===== src/design/ebb_pkg.sv =====
// Shared constants, codes and controller/datapath interface types for the box blur.
`timescale 1ns / 1ps

package ebb_pkg;

  // Default sizing of the frame store and window
  localparam int DEF_MAX_WIDTH  = 256;
  localparam int DEF_MAX_HEIGHT = 256;
  localparam int DEF_MAX_RADIUS = 15;

  // Field widths
  localparam int COORD_W    = 8;
  localparam int CHAN_W     = 8;
  localparam int PIXEL_W    = 3 * CHAN_W;
  localparam int DIM_W      = 9;
  localparam int RAD_W      = 4;
  localparam int CFG_IDX_W  = 2;
  localparam int CFG_DATA_W = 9;
  // Wide enough to compare coordinates against any size limit
  localparam int EXT_W      = 13;

  // Configuration register indexes
  localparam logic [CFG_IDX_W-1:0] CFG_IMG_WIDTH  = 2'd0;
  localparam logic [CFG_IDX_W-1:0] CFG_IMG_HEIGHT = 2'd1;
  localparam logic [CFG_IDX_W-1:0] CFG_RADIUS     = 2'd2;

  // Configuration reset values
  localparam logic [DIM_W-1:0] RST_IMG_WIDTH  = 9'd256;
  localparam logic [DIM_W-1:0] RST_IMG_HEIGHT = 9'd256;
  localparam logic [RAD_W-1:0] RST_RADIUS     = 4'd1;

  // Input command codes
  localparam logic CMD_LOAD = 1'b0;
  localparam logic CMD_BLUR = 1'b1;

  // Commands from the controller to the datapath
  typedef struct packed {
    logic store;      // write the incoming pixel word into the frame store
    logic capture;    // latch the query coordinates
    logic setup;      // compute window bounds, clear the sums
    logic issue;      // read one window pixel and advance the scan
    logic div_start;  // launch the three dividers
    logic out_load;   // load the result register
  } ctrl_cmd_t;

  // Status from the datapath to the controller
  typedef struct packed {
    logic oob;        // query lies outside the image
    logic scan_last;  // scan points at the last window pixel
    logic div_busy;   // dividers still iterating
    logic out_free;   // result register can take a new word
  } ctrl_status_t;

endpackage


===== src/design/ebb_ctrl.sv =====
// Controller state machine sequencing load, scan, divide and result hand-off.
`timescale 1ns / 1ps

module ebb_ctrl (
  input  logic                  clk_i,
  input  logic                  rst_ni,
  input  logic                  in_valid_i,
  output logic                  in_ready_o,
  input  logic                  command_i,
  input  ebb_pkg::ctrl_status_t status_i,
  output ebb_pkg::ctrl_cmd_t    cmd_o
);

  typedef enum logic [2:0] {
    IDLE,
    SETUP,
    SCAN,
    DRAIN,
    DIV_START,
    DIV_WAIT,
    FINISH
  } state_e;

  state_e state_q, state_d;

  always_comb begin
    state_d    = state_q;
    cmd_o      = '0;
    in_ready_o = 1'b0;
    case (state_q)
      IDLE: begin
        in_ready_o = 1'b1;
        if (in_valid_i) begin
          if (command_i == ebb_pkg::CMD_BLUR) begin
            cmd_o.capture = 1'b1;
            state_d       = SETUP;
          end else begin
            cmd_o.store = 1'b1;
          end
        end
      end
      SETUP: begin
        cmd_o.setup = 1'b1;
        state_d     = status_i.oob ? FINISH : SCAN;
      end
      SCAN: begin
        cmd_o.issue = 1'b1;
        if (status_i.scan_last) begin
          state_d = DRAIN;
        end
      end
      DRAIN: begin
        // last read word lands in the sums here
        state_d = DIV_START;
      end
      DIV_START: begin
        cmd_o.div_start = 1'b1;
        state_d         = DIV_WAIT;
      end
      DIV_WAIT: begin
        if (!status_i.div_busy) begin
          state_d = FINISH;
        end
      end
      FINISH: begin
        if (status_i.out_free) begin
          cmd_o.out_load = 1'b1;
          state_d        = IDLE;
        end
      end
      default: begin
        state_d = IDLE;
      end
    endcase
  end

  always_ff @(posedge clk_i or negedge rst_ni) begin
    if (!rst_ni) begin
      state_q <= IDLE;
    end else begin
      state_q <= state_d;
    end
  end

endmodule

===== config.mk =====
export PLATFORM = sky130hd
export DESIGN_NAME = ebb_ctrl
export DESIGN_NICKNAME = d
export VERILOG_FILES = /design/src/design/ebb_pkg.sv /design/src/design/ebb_ctrl.sv
export SDC_FILE = /design/constraint.sdc
export NUM_CORES = 1
export LEC_CHECK = 0
export BUFFER_PORTS_ARGS = -buffer_cell sky130_fd_sc_hd__buf_2
export CAP_MARGIN = 25
export CORE_AREA = 4 4 41 43
export CTS_BUF_LIST = sky130_fd_sc_hd__clkbuf_16
export DETAILED_ROUTE_END_ITERATION = 16
export DIE_AREA = 0 0 45 47
export SYNTH_ARGS = -nofsm -noshare
export SYNTH_HDL_FRONTEND = slang
export SYNTH_SLANG_ARGS = --single-unit
export TNS_END_PERCENT = 5

===== constraint.sdc =====
create_clock -name clk_i -period 1 [get_ports clk_i]
set_input_delay 0.05 -clock clk_i [delete_from_list [all_inputs] [get_ports clk_i]]
set_output_delay 0.05 -clock clk_i [all_outputs]
set_load 0.03 [all_outputs]

# [Yosys cells after proc, flatten, opt, wreduce, memory -nomap -nowiden]
# Cells that the tools add are included.
[totals] regBits=3 elab_cells=31 output_inout_bits=7 in_bits=8
[classes] n_eq_ne=11 muxes=17 reduce_logical=2
[op_table] operator="$pmux 3 s7" n=1
[op_table] operator="$mux 3" n=6
[op_table] operator="$ne 2x2->1 const B" n=5
[op_table] operator="$eq 3x3->1 const B" n=3
[op_table] operator="$mux 1" n=8
[op_table] operator="$eq 3x2->1 const B" n=2
[op_table] operator="$reduce_and 5->1" n=1
[op_table] operator="$mux 2" n=2
[op_table] operator="$eq 3x1->1 const B" n=1
[op_table] operator="$logic_not 3->1" n=1

# [Depth between registers and ports, before layout]
# Gate-level depths: netlist (run 1).
[logic_depth] ltp_word=3 ltp_mapped=3 mapped_depth_nobuf=2

# [Worst setup path after synthesis (run 1)]
# OpenSTA, ideal clock, no wires.
[synth_path] path_type="reg-to-output" from="register state_q[1]" to="output port cmd_o[5] in the netlist's numbering" stages_incl_launch_ff=4 setup_slack_ns=-0.437 t_required_ns=0.950 arrival_time_ns=1.387 n_path_buf=1 path_cell_list="dfrtp_1 -> buf_6 -> nor3_2 -> and3b_1"
[synth_rtl] element="start, declared" line="ebb_ctrl.sv:24" rtl="state_e state_q, state_d;"
[synth_rtl] element="start signal, assigned" line="ebb_ctrl.sv:81" rtl="state_q <= state_d;"
[synth_rtl] element="end, declared" line="ebb_ctrl.sv:11" rtl="output ebb_pkg::ctrl_cmd_t cmd_o"

==> results_dict.tcl, run 1 <==
set metrics [dict create \
    yosysWarnings 0 \
    mostFrequentLayoutCells "8 x buf_2, 7 x buf_6, 5 x buf_4, 3 x clkbuf_16, 3 x dfrtp_2" \
    clk_latency_ns 0.22 \
    critPathMaxFanout 3 \
    hold_viol 0 \
    first_pass_iters 2 \
    grt_pass1_vias 309 \
    cp_slowest_cell "dfrtp_2" \
    rrSetupSlack_ns -0.02 \
    total_power_mw 2.14 \
    grt_max_degree 9 \
    rr_endpoint "state_q[1]" \
    grt_pass1_wl_mm 1.28 \
    relSlewSlack_pct 90.1 \
    rr_worst_depth 3 \
    finalSetupTns_ns -1.24 \
    syn-num-nets 35 \
    dieArea_um2 2120 \
    violations "setup timing" \
    ys_seq_area_share_pct 30.8 \
    cts_tree "built" \
    gp_congestion 0.807 \
    leakagePower_nw 0.270 \
    io_pins 15 \
    route.detailed.drc 0 \
    worst_r2r_startpoint "state_q[1]" \
    wl_um 758 \
    syn2layout_area_growth_pct 131 \
    diodes 0 \
    vdd_ir_drop_max_mv 1.23 \
    arrival_ns 1.19 \
    drv_cap 0 \
    vias 288 \
    synth_area_per_cell_um2 9.04 \
    viasPerCell 4.36 \
    worst_path_largest_cell_delay_ns 0.44 \
    antenna_left 0 \
    largest_reg_flops 3 \
    crit_type "register to output port" \
    timing.hold.ws_ns 0.130 \
    multiInputGateArea_um2 196 \
    final.setup.worst_slack_ns -0.236 \
    rsz0062_at_grt "yes" \
    row_count 13 \
    cts-root-buf "clkbuf_16" \
    portBuffers 14 \
    drt_iter0_markers 2 \
    antenna_found_initial 0 \
    critPathCaptureType "output port" \
    period_share_pct 124 \
    hp-class "primary input to register" \
    ys_types 19 \
    powerDensity_nw_per_um2 3800 \
    cp.required_ns 0.95 \
    cts_buffer_depth 2 \
    tightestPinTransition_ns 0.149 \
    crit_path_start "state_q[2]" \
    clock_skew_ns 0.00176 \
    cts_made_buffers 3 \
    grtUsageTotal_pct 8.87 \
    final_common_cell "buf_2" \
    drive_gt1_share_pct 76.5 \
    fmax_ghz 0.809 \
    regArea_um2 78.8 \
    dpl_cell_area_um2 387 \
    fin_crit_ns 1.24 \
    status "finished with violations" \
    synth_cells 27 \
    fp.coreArea_um2 1300 \
    start_util_pct 18.8 \
    finish.utilization_pct 43.3 \
    top_regs "state_q (3)" \
    dp_hpwl_um 480 \
    setup_viol 8 \
    wl_per_cell_um 11.5 \
    slew_violations 0 \
    crit_chain "nor3_4, and3_2, buf_6" \
    cts.clk_slew.worst_paths_ns 0.03 \
    final_nets 60 \
    clkSinkCount 3 \
    fp.dieW_um 45 \
    fillers 139 \
    startpoint_type "register" \
    htree_levels 1 \
    globalRouteOverflowTotal 0 \
    syn-cell-area_um2 244 \
    postLayoutCellArea_um2 563 \
    regMostFlops "state_q" \
    endpoint "cmd_o[4]" \
    synth-seq-cells 3 \
    fp.dieH_um 47 \
]
cells in the mapped netlist:
master / number / share of area (%)
a21oi_1: 2 / 4.1
a22o_1: 1 / 3.6
and3_1: 1 / 2.6
and3b_1: 1 / 3.6
buf_4: 1 / 3.1
buf_6: 1 / 4.6
dfrtp_1: 3 / 31
inv_1: 1 / 1.5
nand2_1: 2 / 3.1
nand2b_1: 1 / 2.6
nand4bb_1: 1 / 4.6
nor2_1: 4 / 6.2
nor2b_1: 1 / 2.6
nor3_1: 1 / 2.0
nor3_2: 2 / 8.2
nor3b_1: 1 / 3.1
o211a_1: 1 / 4.1
o221ai_2: 1 / 6.2
or2_4: 1 / 3.6
layer usage:
layer / vias to the layer above / global-route usage, % / routed length [µm]
met3: 2 / 1.92 / 83
met2: 14 / 14.4 / 373
li1: 143 / - / -
met1: 129 / 8.70 / 290
met4: 0 / 10.5 / 10
met5: - / 0 / 0
worst min path at each step:
stage	start	to	slack, ns	cells past startpoint
floorplan	rst_ni	state_q[0]	-0.25	0
global placement	rst_ni	state_q[1]	-0.15	1
detailed placement	rst_ni	state_q[1]	-0.15	1
CTS	status_i[0]	state_q[2]	0.13	3
global route	status_i[0]	state_q[2]	0.14	3
finish	status_i[0]	state_q[2]	0.13	3
stage by stage:
stage | worst slack, ns | std cells
6_report | -0.236 | 66
3_5_place_dp | -0.0798 | 60
3_3_place_gp | -0.0804 | 60
5_1_grt | -0.289 | 66
2_1_floorplan | -0.206 | 27
4_1_cts | -0.239 | 66
kinds of logic after synthesis:
kind of cell / count (synthesis) / share of synthesized area, %
buffers and inverters: 3 / 9.23
AO/OA/AOI/OAI: 5 / 17.9
AND/OR/NAND/NOR: 16 / 42.1
flip-flops: 3 / 30.8
layout make-up:
type | instances | area share [%]
Inverter | 1 | 0.667
Tap cell | 15 | 3.33
Clock inverter | 1 | 0.667
Sequential cell | 3 | 14.0
Multi-Input combinational cell | 21 | 34.9
Clock buffer | 3 | 13.3
Timing Repair Buffer | 22 | 33.1
report_power, final:
group	switching, mW	internal, mW	leakage [nW]
sequential	0.113	0.197	0.0328
combinational	0.568	0.637	0.195
clock	0.110	0.516	0.0423
timing repair:
item,4_1_cts,5_1_grt
hold buffers,1,0
gates resized for setup,20,3
pin swaps,5,0
hold endpoints to repair,3,0
buffers inserted,1,0
setup endpoints to repair,10,10
worst max-delay path, delay by kind of cell (launching register included):
kind / cells / cell delay [ns]
buffers and inverters: 1 / 0.13
flip-flops: 1 / 0.44
AND/OR/NAND/NOR: 2 / 0.40
No activity file was read; power rests on OpenSTA's default activity.
==> inputs of run 2 (changes only) <==
Settings changed: CTS_BUF_LIST sky130_fd_sc_hd__clkbuf_16 to sky130_fd_sc_hd__clkbuf_4 sky130_fd_sc_hd__clkbuf_8, GPL_ROUTABILITY_DRIVEN set to 0.
==> run 2 against run 1 <==
Compared with the run above:
- the run still ends with setup timing left
- largest power group unchanged
- non-clock buffer count unchanged
- maximum frequency down 0.55%
- clock-buffer cell count up 1
- core utilization down 3.8 points
- register-to-register slack about the same
- die area unchanged
==> results_dict.tcl, run 2 (synthesis gave the netlist of run 1 again) <==
set metrics [dict create \
    rrSetupSlack_ns -0.02 \
    worst-path-buf-inv 1 \
    cts_made_buffers 3 \
    portBuffers 14 \
    vias 275 \
    start_util_pct 18.8 \
    htree_levels 1 \
    fp.coreArea_um2 1300 \
    antenna_found_initial 0 \
    clock_skew_ns 0.00263 \
    largest_reg_flops 3 \
    final.setup.worst_slack_ns -0.243 \
    fmax_ghz 0.804 \
    vdd_ir_drop_max_mv 1.35 \
    dp.cells 60 \
    hold_viol 0 \
    rr_endpoint "state_q[1]" \
    rsz0062_at_grt "yes" \
    worst_path_largest_cell_delay_ns 0.44 \
    cts_tree "built" \
    drt_iter0_markers 2 \
    crit_type "register to output port" \
    hp-class "primary input to register" \
    top_regs "state_q (3)" \
    wl_um 711 \
    leakagePower_nw 0.246 \
    clkSinkCount 3 \
    finalSetupTns_ns -1.30 \
    arrival_ns 1.19 \
    dieArea_um2 2120 \
    regArea_um2 78.8 \
    io_pins 15 \
    grt_pass1_wl_mm 1.17 \
    cts_buffer_depth 2 \
    viasPerCell 4.17 \
    critPathMaxFanout 3 \
    grt_max_degree 9 \
    cp.required_ns 0.95 \
    grt_pass1_vias 281 \
    crit_chain "nor3_4, and3_2, buf_6" \
    final_common_cell "buf_2" \
    multiInputGateArea_um2 196 \
    crit_path_start "state_q[2]" \
    powerDensity_nw_per_um2 3420 \
    fin_crit_ns 1.24 \
    mostFrequentLayoutCells "8 x buf_2, 7 x buf_6, 5 x buf_4, 4 x clkbuf_4, 3 x dfrtp_2" \
    clk_latency_ns 0.23 \
    final_nets 60 \
    critPathCaptureType "output port" \
    startpoint_type "register" \
    critPathTopFamily "flip-flops" \
    hold_depth 3 \
    cp_slowest_cell "dfrtp_2" \
    fillers 146 \
    antenna_left 0 \
    dp_hpwl_um 480 \
    globalRouteOverflowTotal 0 \
    period_share_pct 124 \
    status "finished with violations" \
    cts.clk_slew.worst_paths_ns 0.04 \
    grtUsageTotal_pct 8.32 \
    syn2layout_area_growth_pct 111 \
    slew_violations 0 \
    cp.depth 3 \
    final_cells 66 \
    diodes 0 \
    tightestPinTransition_ns 0.149 \
    violations "setup timing" \
    rr_worst_depth 3 \
    route.detailed.drc 0 \
    endpoint "cmd_o[4]" \
    drive_gt1_share_pct 78.4 \
    fp.dieW_um 45 \
    row_count 13 \
    cts-root-buf "clkbuf_4" \
    fp.dieH_um 47 \
    setup_viol 8 \
    relSlewSlack_pct 90.1 \
    first_pass_iters 2 \
    wl_per_cell_um 10.8 \
    drv_cap 0 \
    regMostFlops "state_q" \
    worst_r2r_startpoint "state_q[1]" \
]
-- run 2: per-layer routing --
layer	share of wire, %	GRT usage (%)	up-vias
li1	-	-	142
met1	40	8.03	121
met2	49	12.4	12
met3	11	4.21	0
met4	0	8.77	0
met5	0	0	-
-- run 2: how the worst min path moves through the flow --
stage	slack (ns)	end	startpoint
final	0.12	state_q[2]	status_i[0]
after global routing	0.12	state_q[2]	status_i[0]
after CTS	0.12	state_q[2]	status_i[0]
after detailed placement	-0.15	state_q[1]	rst_ni
after global placement	-0.15	state_q[1]	rst_ni
after floorplan	-0.25	state_q[0]	rst_ni
-- run 2: worst reg2reg max path, cell delays in order, from the launching register on --
cell and delay, ns:
dfrtp_2 0.42, buf_6 0.15, nor2b_1 0.12, a22o_1 0.20
-- run 2: where the power goes --
group          internal, mW  switching [mW]  total (mW)
Combinational         0.637           0.572        1.21
Clock                 0.177          0.0622       0.239
Sequential            0.197           0.113       0.309
-- run 2: layout make-up --
class,instances,area share (%)
multi-input cells,21,38.2
repair buffers,22,36.3
flip-flops and latches,3,15.3
clock buffers,4,5.84
well taps,15,3.65
inverters,1,0.730
-- run 2: per-stage QoR --
step                hold slack (ns)  util (%)  setup slack, ns  power [mW]  cell area (µm²)
floorplan                    -0.246         -           -0.206       0.912              259
global placement             -0.153      29.7          -0.0804        1.24              387
detailed placement           -0.153      29.7          -0.0798        1.23              387
CTS                           0.121      38.6           -0.247        1.73              502
global route                  0.121      39.5           -0.307        1.88              514
finish                        0.120      39.5           -0.243        1.76              514
-- run 2: timing repair --
action,in CTS,in global routing
endpoints found under the hold margin,3,0
pin swaps,5,0
resized for setup,20,3
hold buffers,1,0
gates cloned,0,0
buffers inserted,1,0
endpoints found under the setup margin,10,10
==> inputs of run 3 (changes only) <==
Settings changed: CORE_AREA 4 4 41 43 to 2 2 39 41, DIE_AREA 0 0 45 47 to 0 0 41 43, GPL_ROUTABILITY_DRIVEN 0 to not set.
==> run 3 against run 2 <==
Compared with the run above:
- die area shrank 17%
- largest cell class is now non-clock buffers
- critical path depth is the same
- the run still ends with setup timing left
- cell area shrank 5.6%
- clock power is essentially flat
- sequential power is essentially flat
- setup slack lost 0.0034 ns
- critical path type unchanged
- combinational power shrank 7%
- register-to-register slack lost 0.04 ns
- highest routed layer unchanged
- total power shrank 4.7%
- wire length shrank 1.5%
==> results_dict.tcl, run 3 (synthesis gave the netlist of run 1 again) <==
set metrics [dict create \
    viasPerCell 4.30 \
    grt_busiest_layer "met2" \
    vdd_ir_drop_max_mv 1.29 \
    arrival_ns 1.20 \
    startpoint_type "register" \
    gp_congestion 0.698 \
    antenna_left 0 \
    total_power_mw 1.68 \
    clkSinkCount 3 \
    rsz0062_at_grt "yes" \
    dp_hpwl_um 439 \
    vias 297 \
    hold_viol 0 \
    met2_usage_pct 17.2 \
    dieArea_um2 1760 \
    fmax_ghz 0.802 \
    drt_iter0_markers 2 \
    fp.dieH_um 43 \
    clk_latency_ns 0.23 \
    io_pins 15 \
    largest_reg_flops 3 \
    relSlewSlack_pct 86.5 \
    tightestPinTransition_ns 0.201 \
    cp.required_ns 0.95 \
    leakagePower_nw 0.242 \
    drv_cap 0 \
    power_frac_seq_pct 18.3 \
    period_share_pct 125 \
    fin_crit_ns 1.25 \
    switchingPower_mw 0.709 \
    wl_um 700 \
    pwr-share-comb_pct 67.2 \
    critPathMaxFanout 4 \
    syn2layout_area_growth_pct 99.0 \
    row_count 14 \
    cts_tree "built" \
    top_regs "state_q (3)" \
    wl_per_cell_um 10.1 \
    final_common_cell "buf_4" \
    critPathCaptureType "output port" \
    worst_path_largest_cell_delay_ns 0.43 \
    violations "setup timing" \
    clockPowerShare_pct 14.4 \
    p_sw_share_pct 42.3 \
    hp-class "primary input to register" \
    grt_max_degree 7 \
    postLayoutCellArea_um2 485 \
    grt_pass1_vias 322 \
    htree_levels 1 \
    cts_buffer_depth 2 \
    dpl_cell_area_um2 353 \
    cp_slowest_cell "dfrtp_2" \
    place_ws_ns -0.126 \
    worst-path-buf-inv 1 \
    cts_made_buffers 3 \
    portBuffers 14 \
    mostFrequentLayoutCells "10 x buf_4, 8 x buf_2, 5 x buf_6, 4 x clkbuf_4" \
    crit_chain "nor3_4, and3_2, buf_6" \
    cts-root-buf "clkbuf_4" \
    crit_type "register to output port" \
    final.setup.worst_slack_ns -0.247 \
    clock_skew_ns 0.000784 \
    grtUsageTotal_pct 11.3 \
    globalRouteOverflowTotal 0 \
    slew_violations 0 \
    p_int_mw 0.967 \
    status "finished with violations" \
    critPathTopFamily "flip-flops" \
    fp.dieW_um 41 \
    start_util_pct 17.6 \
    drive_gt1_share_pct 73.6 \
    fp.coreArea_um2 1380 \
    use_met3_pct 4.19 \
    cts.clk_slew.worst_paths_ns 0.04 \
    grt_pass1_wl_mm 1.28 \
    setup_viol 10 \
    route.detailed.drc 0 \
    final_cells 69 \
    antenna_found_initial 0 \
    first_pass_iters 3 \
    regMostFlops "state_q" \
    powerDensity_nw_per_um2 3450 \
    use_met1_pct 11.0 \
    final_nets 62 \
    diodes 0 \
    dp.cells 58 \
]
## run 3: power groups by stage
stage	clock network [mW]	logic (mW)	registers [mW]
2_1_floorplan	0	0.651	0.260
5_1_grt	0.257	1.23	0.318
6_report	0.242	1.13	0.307
3_3_place_gp	0	0.738	0.345
4_1_cts	0.252	1.11	0.306
3_5_place_dp	0	0.747	0.349
## run 3: worst register-to-register path, cell delays in order, from the launching register on
cell and delay [ns]:
dfrtp_2 0.44, buf_6 0.14, buf_6 0.10, o211a_1 0.20, nor3_2 0.09
## run 3: repair_timing
item                       in CTS  in global routing
hold buffers                    1                  0
hold endpoints to repair        3                  0
pin swaps                       4                  4
setup endpoints to repair      10                 10
setup buffers                   6                  0
resized for setup              15                  1
## run 3: area by class of cell
class / count / area [µm²]
Clock buffer: 4 / 30.0
Tap cell: 16 / 20.0
Inverter: 1 / 3.75
Sequential cell: 3 / 78.8
Fill cell: 150 / 898
Multi-Input combinational cell: 21 / 171
Timing Repair Buffer: 24 / 181
## run 3: routing by layer
layer | part of all wire, % | up-vias
li1 | - | 149
met1 | 39 | 138
met2 | 54 | 10
met3 | 6.9 | 0
met4 | 0 | 0
met5 | 0 | -
## run 3: through the flow
step | setup TNS (ns) | hold WS, ns | util, %
floorplan | -0.778 | -0.246 | -
global placement | -0.484 | -0.154 | 25.5
detailed placement | -0.640 | -0.154 | 25.5
CTS | -1.60 | 0.108 | 34.8
global route | -2.09 | 0.145 | 35.1
finish | -1.50 | 0.117 | 35.1
## run 3: path summary, 6_finish.rpt
| kind | from | endpoint | slack, ns | cells past startpoint |
|---|---|---|---|---|
| max | state_q[1] | cmd_o[4] | -0.25 | 3 |
| min | status_i[2] | state_q[0] | 0.12 | 3 |
| max reg2reg | state_q[0] | state_q[2] | -0.06 | 4 |
| min reg2reg | state_q[0] | state_q[0] | 0.70 | 2 |
| max in group asynchronous | rst_ni | state_q[0] | 0.74 | 2 |
| min in group asynchronous | rst_ni | state_q[2] | 0.14 | 2 |
